<file path="config.mk">
export PLATFORM = sky130hd
export DESIGN_NAME = prrq_ctrl
export DESIGN_NICKNAME = d
export VERILOG_FILES = /design/src/hw/rtl/prrq_pkg.sv /design/src/hw/rtl/prrq_ctrl.sv
export SDC_FILE = /design/constraint.sdc
export NUM_CORES = 1
export LEC_CHECK = 0
export BUFFER_PORTS_ARGS = -buffer_cell sky130_fd_sc_hd__clkbuf_2
export CAP_MARGIN = 20
export CELL_PAD_IN_SITES_DETAIL_PLACEMENT = 0
export CELL_PAD_IN_SITES_GLOBAL_PLACEMENT = 1
export CORE_MARGIN = 4
export CORE_UTILIZATION = 29
export DETAILED_ROUTE_END_ITERATION = 10
export PLACE_DENSITY_LB_ADDON = 0.1
export SLEW_MARGIN = 0
export SYNTH_ARGS = -nofsm -noshare
export SYNTH_HDL_FRONTEND = slang
export SYNTH_SLANG_ARGS = --single-unit
</file>
<file path="constraint.sdc">
create_clock -name clk -period 1.5 [get_ports clk]
set_input_delay 0.3 -clock clk [delete_from_list [all_inputs] [get_ports clk]]
set_output_delay 0.3 -clock clk [all_outputs]
set_load 0.01 [all_outputs]
</file>
<file path="src/hw/rtl/prrq_pkg.sv">
// Shared types, codes and defaults for the priority round-robin request queues.
package prrq_pkg;

	localparam int NUM_REQUESTERS_DEF = 8;
	localparam int LOWEST_PRIO_DEF    = 3;
	localparam int QUEUE_DEPTH_DEF    = 16;

	localparam logic [1:0] KIND_ENQ = 2'd0;
	localparam logic [1:0] KIND_SRV = 2'd1;
	localparam logic [1:0] KIND_TR  = 2'd2;

	localparam logic [2:0] ST_OK       = 3'd0;
	localparam logic [2:0] ST_QFULL    = 3'd1;
	localparam logic [2:0] ST_TFULL    = 3'd2;
	localparam logic [2:0] ST_NONE     = 3'd3;
	localparam logic [2:0] ST_DISABLED = 3'd4;
	localparam logic [2:0] ST_NOEVENT  = 3'd5;

	localparam logic REG_ENABLE   = 1'b0;
	localparam logic REG_CAPACITY = 1'b1;
	localparam logic [4:0] CAP_RESET = 5'd16;

	localparam logic [3:0] OP_IDLE      = 4'd0;
	localparam logic [3:0] OP_LATCH     = 4'd1;
	localparam logic [3:0] OP_ENQ_FIND  = 4'd2;
	localparam logic [3:0] OP_ENQ_PUSH  = 4'd3;
	localparam logic [3:0] OP_SRV_NEXT  = 4'd4;
	localparam logic [3:0] OP_SRV_MISS  = 4'd5;
	localparam logic [3:0] OP_SRV_SEL   = 4'd6;
	localparam logic [3:0] OP_SRV_POP   = 4'd7;
	localparam logic [3:0] OP_SRV_GRANT = 4'd8;
	localparam logic [3:0] OP_TR_NEXT   = 4'd9;
	localparam logic [3:0] OP_TR_SEL    = 4'd10;
	localparam logic [3:0] OP_TR_POP    = 4'd11;
	localparam logic [3:0] OP_TR_PUSH   = 4'd12;

	typedef struct packed {
		logic [1:0]  kind;
		logic [15:0] requester_id;
		logic [1:0]  req_priority;
		logic [15:0] request_count;
		logic [15:0] request_tag;
		logic        event_available;
	} item_t;

	typedef struct packed {
		logic        granted;
		logic [15:0] grant_id;
		logic [1:0]  grant_priority;
		logic [15:0] grant_count;
		logic [15:0] grant_tag;
		logic [3:0]  moved_count;
		logic [2:0]  status;
	} result_t;

	typedef struct packed {
		logic [3:0] op;
		logic       fin;
		logic [2:0] status;
		logic       chk;
	} cmd_t;

	typedef struct packed {
		logic [1:0] kind;
		logic       enable;
		logic       cnt_zero;
		logic       new_id_full;
		logic       q_full;
		logic       hit;
		logic       event_ok;
		logic       last_prio;
		logic       tr_skip;
		logic       last_slot;
	} sts_t;

endpackage

</file>
<file path="src/hw/rtl/prrq_ctrl.sv">
// Controller state machine sequencing enqueue, serve and transition transactions.
module prrq_ctrl (
	input  logic                clk,
	input  logic                arst_n,
	input  logic                start,
	output logic                busy,
	input  prrq_pkg::sts_t      sts,
	output prrq_pkg::cmd_t      cmd
);
	localparam logic [3:0] S_IDLE     = 4'd0;
	localparam logic [3:0] S_DISP     = 4'd1;
	localparam logic [3:0] S_ENQ_FIND = 4'd2;
	localparam logic [3:0] S_ENQ_PUSH = 4'd3;
	localparam logic [3:0] S_SRV_SCAN = 4'd4;
	localparam logic [3:0] S_SRV_POP  = 4'd5;
	localparam logic [3:0] S_SRV_OUT  = 4'd6;
	localparam logic [3:0] S_TR_CHECK = 4'd7;
	localparam logic [3:0] S_TR_POP   = 4'd8;
	localparam logic [3:0] S_TR_PUSH  = 4'd9;

	logic [3:0] state_q, state_d;

	assign busy = (state_q != S_IDLE);

	// next state and datapath command
	always_comb begin
		state_d    = state_q;
		cmd.op     = prrq_pkg::OP_IDLE;
		cmd.fin    = 1'b0;
		cmd.status = prrq_pkg::ST_OK;
		cmd.chk    = 1'b0;
		unique case (state_q)
			S_IDLE: begin
				if (start) begin
					cmd.op  = prrq_pkg::OP_LATCH;
					state_d = S_DISP;
				end
			end
			S_DISP: begin
				unique case (sts.kind)
					prrq_pkg::KIND_ENQ: state_d = S_ENQ_FIND;
					prrq_pkg::KIND_SRV: begin
						if (!sts.enable) begin
							cmd.fin    = 1'b1;
							cmd.status = prrq_pkg::ST_DISABLED;
							state_d    = S_IDLE;
						end else if (sts.cnt_zero) begin
							cmd.fin    = 1'b1;
							cmd.status = prrq_pkg::ST_NONE;
							state_d    = S_IDLE;
						end else begin
							state_d = S_SRV_SCAN;
						end
					end
					prrq_pkg::KIND_TR: begin
						if (sts.cnt_zero) begin
							cmd.fin = 1'b1;
							state_d = S_IDLE;
						end else begin
							state_d = S_TR_CHECK;
						end
					end
					default: begin
						cmd.fin = 1'b1;
						state_d = S_IDLE;
					end
				endcase
			end
			S_ENQ_FIND: begin
				if (sts.new_id_full) begin
					cmd.fin    = 1'b1;
					cmd.status = prrq_pkg::ST_TFULL;
					state_d    = S_IDLE;
				end else begin
					cmd.op  = prrq_pkg::OP_ENQ_FIND;
					state_d = S_ENQ_PUSH;
				end
			end
			S_ENQ_PUSH: begin
				cmd.fin = 1'b1;
				state_d = S_IDLE;
				if (sts.q_full) begin
					cmd.status = prrq_pkg::ST_QFULL;
				end else begin
					cmd.op = prrq_pkg::OP_ENQ_PUSH;
				end
			end
			S_SRV_SCAN: begin
				if (sts.hit) begin
					if (!sts.event_ok) begin
						cmd.op     = prrq_pkg::OP_SRV_MISS;
						cmd.fin    = 1'b1;
						cmd.status = prrq_pkg::ST_NOEVENT;
						state_d    = S_IDLE;
					end else begin
						cmd.op  = prrq_pkg::OP_SRV_SEL;
						state_d = S_SRV_POP;
					end
				end else if (sts.last_prio) begin
					cmd.fin    = 1'b1;
					cmd.status = prrq_pkg::ST_NONE;
					state_d    = S_IDLE;
				end else begin
					cmd.op = prrq_pkg::OP_SRV_NEXT;
				end
			end
			S_SRV_POP: begin
				cmd.op  = prrq_pkg::OP_SRV_POP;
				state_d = S_SRV_OUT;
			end
			S_SRV_OUT: begin
				cmd.op  = prrq_pkg::OP_SRV_GRANT;
				cmd.fin = 1'b1;
				state_d = S_IDLE;
			end
			S_TR_CHECK: begin
				cmd.chk = 1'b1;
				if (sts.tr_skip) begin
					cmd.op = prrq_pkg::OP_TR_NEXT;
					if (sts.last_slot) begin
						cmd.fin = 1'b1;
						state_d = S_IDLE;
					end
				end else begin
					cmd.op  = prrq_pkg::OP_TR_SEL;
					state_d = S_TR_POP;
				end
			end
			S_TR_POP: begin
				cmd.op  = prrq_pkg::OP_TR_POP;
				state_d = S_TR_PUSH;
			end
			S_TR_PUSH: begin
				cmd.op = prrq_pkg::OP_TR_PUSH;
				if (sts.last_slot) begin
					cmd.fin = 1'b1;
					state_d = S_IDLE;
				end else begin
					state_d = S_TR_CHECK;
				end
			end
			default: state_d = S_IDLE;
		endcase
	end

	// hold state
	always_ff @(posedge clk or negedge arst_n) begin
		if (!arst_n) begin
			state_q <= S_IDLE;
		end else begin
			state_q <= state_d;
		end
	end
endmodule

</file>
Word-level counts from Yosys, hierarchy flattened:

Cells that the tools add are included.

* $add $sub $neg: 0
* $mul: 0
* divide/modulo/power cells: 0
* $lt $le $gt $ge: 0
* equality and inequality tests: 14
* shift operators: 0
* mux-type cells: 35
* bitwise gates (word level): 0
* reductions and logical operators: 5

Operators by type and width (number)
* two-way mux 4 bit: 10
* one-hot mux 4 bit (9 select lines): 1
* one-hot mux 4 bit (8 select lines): 1
* two-way mux 3 bit: 7
* equality test 4 x 3 -> 1 bit (second input constant): 4
* one-hot mux 3 bit (4 select lines): 1
* one-hot mux 4 bit (3 select lines): 1
* two-way mux 2 bit: 5
* equality test 4 x 2 -> 1 bit (second input constant): 2
* equality test 4 bit (second input constant): 2
* two-way mux 8 bit: 1
* two-way mux 1 bit: 6
* inequality test 3 bit (second input constant): 2
* one-hot mux 1 bit (6 select lines): 1
* equality test 4 x 1 -> 1 bit (second input constant): 1
* zero test 4 bit: 1
* nonzero test 4 bit: 1
* one-hot mux 1 bit (3 select lines): 1
* AND reduction 3 bit: 1
* equality test 2 x 1 -> 1 bit (second input constant): 1
* equality test 2 bit (second input constant): 1
* zero test 2 bit: 1
* inequality test 2 bit (second input constant): 1
* OR reduction 2 bit: 1

* bits in registers: 4
* bits in latches: 0
* RAM bits: 0
* bits in read-only memories: 0
* output and inout bits: 10
* word-level logic and storage cells: 55
* memories: 0

Logic depth before layout (Yosys ltp):

* depth in word-level cells: 4
* mapped depth: 6

Worst setup path before layout:

No wires, ideal clock.

* path kind: register to output
* start point: register state_q[3]
* end point: output cmd[5] (netlist name)
* arrival time: 1.296 ns
* path slack: -0.096 ns
* stages on the path, launching flop included: 6
* buffers on the path: 1
* cell sequence: dfrtp_1 buf_2 nor2b_1 and3_1 nand2_1 o2111ai_1

RTL lines
* start, declared: RTL line prrq_ctrl.sv:21 `logic [3:0] state_q, state_d;`
* start signal, assigned: RTL line prrq_ctrl.sv:151 `state_q <= state_d;`
* end, declared: RTL line prrq_ctrl.sv:8 `output prrq_pkg::cmd_t cmd`

==> flow_metrics.tcl <==
set metrics [dict create \
    total_leakage_power_nw 0.5034 \
    yosys.cell_count.top_type "sky130_fd_sc_hd__nand2_1" \
    cts.path.max_buffers 2 \
    largestRegisters "state_q: 4 flops" \
    firstDrtPassIters 4 \
    post_drt_via_cell_ratio 5.165 \
    min_delay_path_depth 3 \
    avgSynthCellArea_um2 7.012 \
    layout.cell_area.non_filler_um2 1067 \
    outcome "finished, violations left" \
    cpPeakStageDelay_ns 0.43 \
    final.min_clock_period_ns 1.888 \
    synthDistinctLibCells 38 \
    layout.filler_cells 208 \
    share_of_post_route_cells_with_drive_strength_above_1_pct 54.74 \
    cell_rows 16 \
    ios 24 \
    rr_endpoint "state_q[2]" \
    vias 847 \
    rrSetupSlack_ns -0.08 \
    most_used_flip_flop_cell_after_synthesis "sky130_fd_sc_hd__dfrtp_1" \
    syn_nets 105 \
    hold_start "sts[1]" \
    worst_ep_arrival_time_ns 1.59 \
    place.gp.congestion 0.8358 \
    post-route-drc-count 0 \
    timing_worst_setup_path_type "register to output pin" \
    floorplan.die.width_um 54.91 \
    synth_simple_gate_area_share_pct 41.37 \
    antenna_cells 0 \
    r2r_cells 5 \
    power_density_nw_per_um2 1704 \
    cp_max_fanout 5 \
    synthDominantCellAreaShare_pct 15.69 \
    core_area_um2 2022 \
    port-buffer-count 23 \
    leading_post_synthesis_cells_by_cell_area "sky130_fd_sc_hd__dfrtp_1, sky130_fd_sc_hd__nand2_1, sky130_fd_sc_hd__o21ai_1, sky130_fd_sc_hd__nand3b_1, sky130_fd_sc_hd__nor2_1" \
    max_slew.worst_pin.slew_ns 0.2755 \
    yosys_warnings 0 \
    synth-async-reset-ratio_pct 100.0 \
    setup.worst_path.start_class "register" \
    dp.final_hpwl_mm 1.864 \
    timing.final.ws_setup_ns -0.3877 \
    global_route_wire_length_before_repair_mm 3.753 \
    final-max-slew-violation-count 0 \
    slowest_stage_cell_on_the_critical_path "sky130_fd_sc_hd__dfrtp_2" \
    slew_headroom_pct 81.55 \
    start_util_pct 31.56 \
    fmaxAchievable_mhz 529.8 \
    grt_overflow_total 0 \
    yosysTopAreaCell "sky130_fd_sc_hd__dfrtp_1" \
    worstSetupEndpointType "output pin" \
    irDropWorstVdd_v 0.0007978 \
    synth_compound_gate_area_share_pct 32.75 \
    grt_setup_unrepaired "yes" \
    finalCritPeriodShare_pct 125.8 \
    mean_routed_wirelength_per_cell_um 14.50 \
    ys_top_cells_by_count "sky130_fd_sc_hd__nand2_1, sky130_fd_sc_hd__nor2_1, sky130_fd_sc_hd__o21ai_1" \
    syn_to_final_growth_pct 67.25 \
    critical_path.cell_chain "nor4b_4 > nand3b_1 > or2_1 > o211ai_1 > buf_2" \
    grt_max_degree 11 \
    setup_viol_count_final 13 \
    max_clock_skew_ns 0.002812 \
    antenna_left 0 \
    worst_skew_pair.late_latency_ns 0.24 \
    synthesized_cell_area_um2 638.1 \
    holdWs_ns 0.3929 \
    cts_made_buffers 3 \
    clk_transition_reported_paths_ns 0.04 \
    sequential_cell_area_um2 105.1 \
    clk_root_buffer_cell "sky130_fd_sc_hd__clkbuf_4" \
    timing.max_cap.violations 0 \
    largest_reg_flops 4 \
    violated_checks "setup timing" \
    vias_in_the_first_global_route 801 \
    multi_input_area_um2 551.8 \
    drt_first_iter_violations 32 \
    critical_path.reg2reg.startpoint "state_q[1]" \
    syn_inst 91 \
    die_h_um 54.91 \
    routed_wirelength_mm 2.378 \
    cts_max_level 1 \
    synth-edff-count 0 \
    synth_xor_area_share_pct 1.373 \
    grt_antenna_before_repair 0 \
    synth_top_family_by_area "simple AND/OR/NAND/NOR gates" \
    synth.ff_latch_count 4 \
    hold_path.class "primary input to register" \
    grt.total_usage_pct 17.28 \
    clock_sinks 4 \
    timing.setup.tns_ns -3.300 \
    placedInstanceArea_um2 907.1 \
    synth_adder_area_share_pct 0 \
    cts_tree "done" \
    finalNetCount 153 \
    post_synth_mux_area_share_pct 0 \
    top_register "state_q" \
    hold_path_end "state_q[0]" \
    cp.required_ns 1.20 \
    part_of_the_yosys_area_used_for_sequential_elements_pct 15.69 \
    final_hold_viol_count 0 \
    fp.dieArea_um2 3015 \
]
power breakdown:
part	internal [W]	total, W	switching (W)
sequential	0.000157	0.000245	0.0000882
clock	0.0000898	0.000138	0.0000485
combinational	0.000750	0.00144	0.000685
routing by layer:
| layer | vias up | wire [um] | GRT usage (%) |
|---|---|---|---|
| met5 | - | 0 | 0 |
| met4 | 0 | 0 | 2.429 |
| met3 | 0 | 89 | 2.413 |
| met2 | 19 | 1175 | 29.92 |
| met1 | 394 | 1113 | 23.14 |
| li1 | 434 | - | - |
worst max-delay path: cells and delay by family, from the launching register on:
family                 cells  cell delay [ns]
AO/OA/AOI/OAI              1             0.08
buffers and inverters      1             0.15
flip-flops                 1             0.43
AND/OR/NAND/NOR            3             0.68
final cells by class:
type / count / area share, %
multi-input combinational: 76 / 51.70
timing repair buffer: 50 / 31.77
sequential: 4 / 9.848
tap: 27 / 3.165
clock buffer: 3 / 2.110
inverter: 4 / 1.407
timing repair:
item / CTS / global route
hold endpoints to repair: 4 / 0
gates resized for setup: 14 / 15
cloned: 0 / 0
pin swaps: 4 / 15
hold buffers: 1 / 0
buffers inserted: 5 / 2
endpoints found under the setup margin: 13 / 14
placed cells by master (no fill, tap or decap), types with 2 or more instances in the layout:
cell type,count
sky130_fd_sc_hd__o21ai_1,4
sky130_fd_sc_hd__a21oi_1,3
sky130_fd_sc_hd__nor3b_1,2
sky130_fd_sc_hd__nand3_1,3
sky130_fd_sc_hd__inv_1,2
sky130_fd_sc_hd__nor4b_4,2
sky130_fd_sc_hd__o211ai_1,3
sky130_fd_sc_hd__buf_4,21
sky130_fd_sc_hd__o21ai_0,5
sky130_fd_sc_hd__nand2_1,10
sky130_fd_sc_hd__inv_2,2
sky130_fd_sc_hd__o21ai_2,2
sky130_fd_sc_hd__nor2b_1,2
sky130_fd_sc_hd__nand3b_1,4
sky130_fd_sc_hd__clkbuf_4,3
sky130_fd_sc_hd__or3b_1,2
sky130_fd_sc_hd__dfrtp_2,4
sky130_fd_sc_hd__a22o_1,2
sky130_fd_sc_hd__buf_6,5
sky130_fd_sc_hd__nor2_1,5
sky130_fd_sc_hd__nor3_1,2
sky130_fd_sc_hd__buf_2,7
sky130_fd_sc_hd__nor2_2,3
sky130_fd_sc_hd__clkbuf_2,16
stage by stage:
stage	setup slack [ns]	instances	util (%)	power, W
after floorplan	-0.008330	91	-	0.0009457
after global placement	-0.2106	154	44.86	0.001398
after detailed placement	-0.2417	154	44.86	0.001402
after CTS	-0.4311	163	50.80	0.001746
after global routing	-0.4880	164	52.78	0.001984
final	-0.3877	164	52.78	0.001819
cells by family (layout without fill, tap and decap cells):
logic type	Yosys count	in the layout
flops	4	4
compound gates	31	31
xor+xnor	1	1
buf+inv	11	57
simple gates	44	44
how the worst max path moves through the flow:
stage / start / to / slack [ns]
6_report: state_q[1] / cmd[1] / -0.39
5_1_grt: state_q[1] / cmd[1] / -0.49
4_1_cts: state_q[2] / cmd[1] / -0.43
3_5_place_dp: state_q[2] / cmd[1] / -0.24
3_3_place_gp: state_q[2] / cmd[1] / -0.21
2_1_floorplan: state_q[1] / cmd[1] / -0.008
No activity file was read; power rests on OpenSTA's default activity.
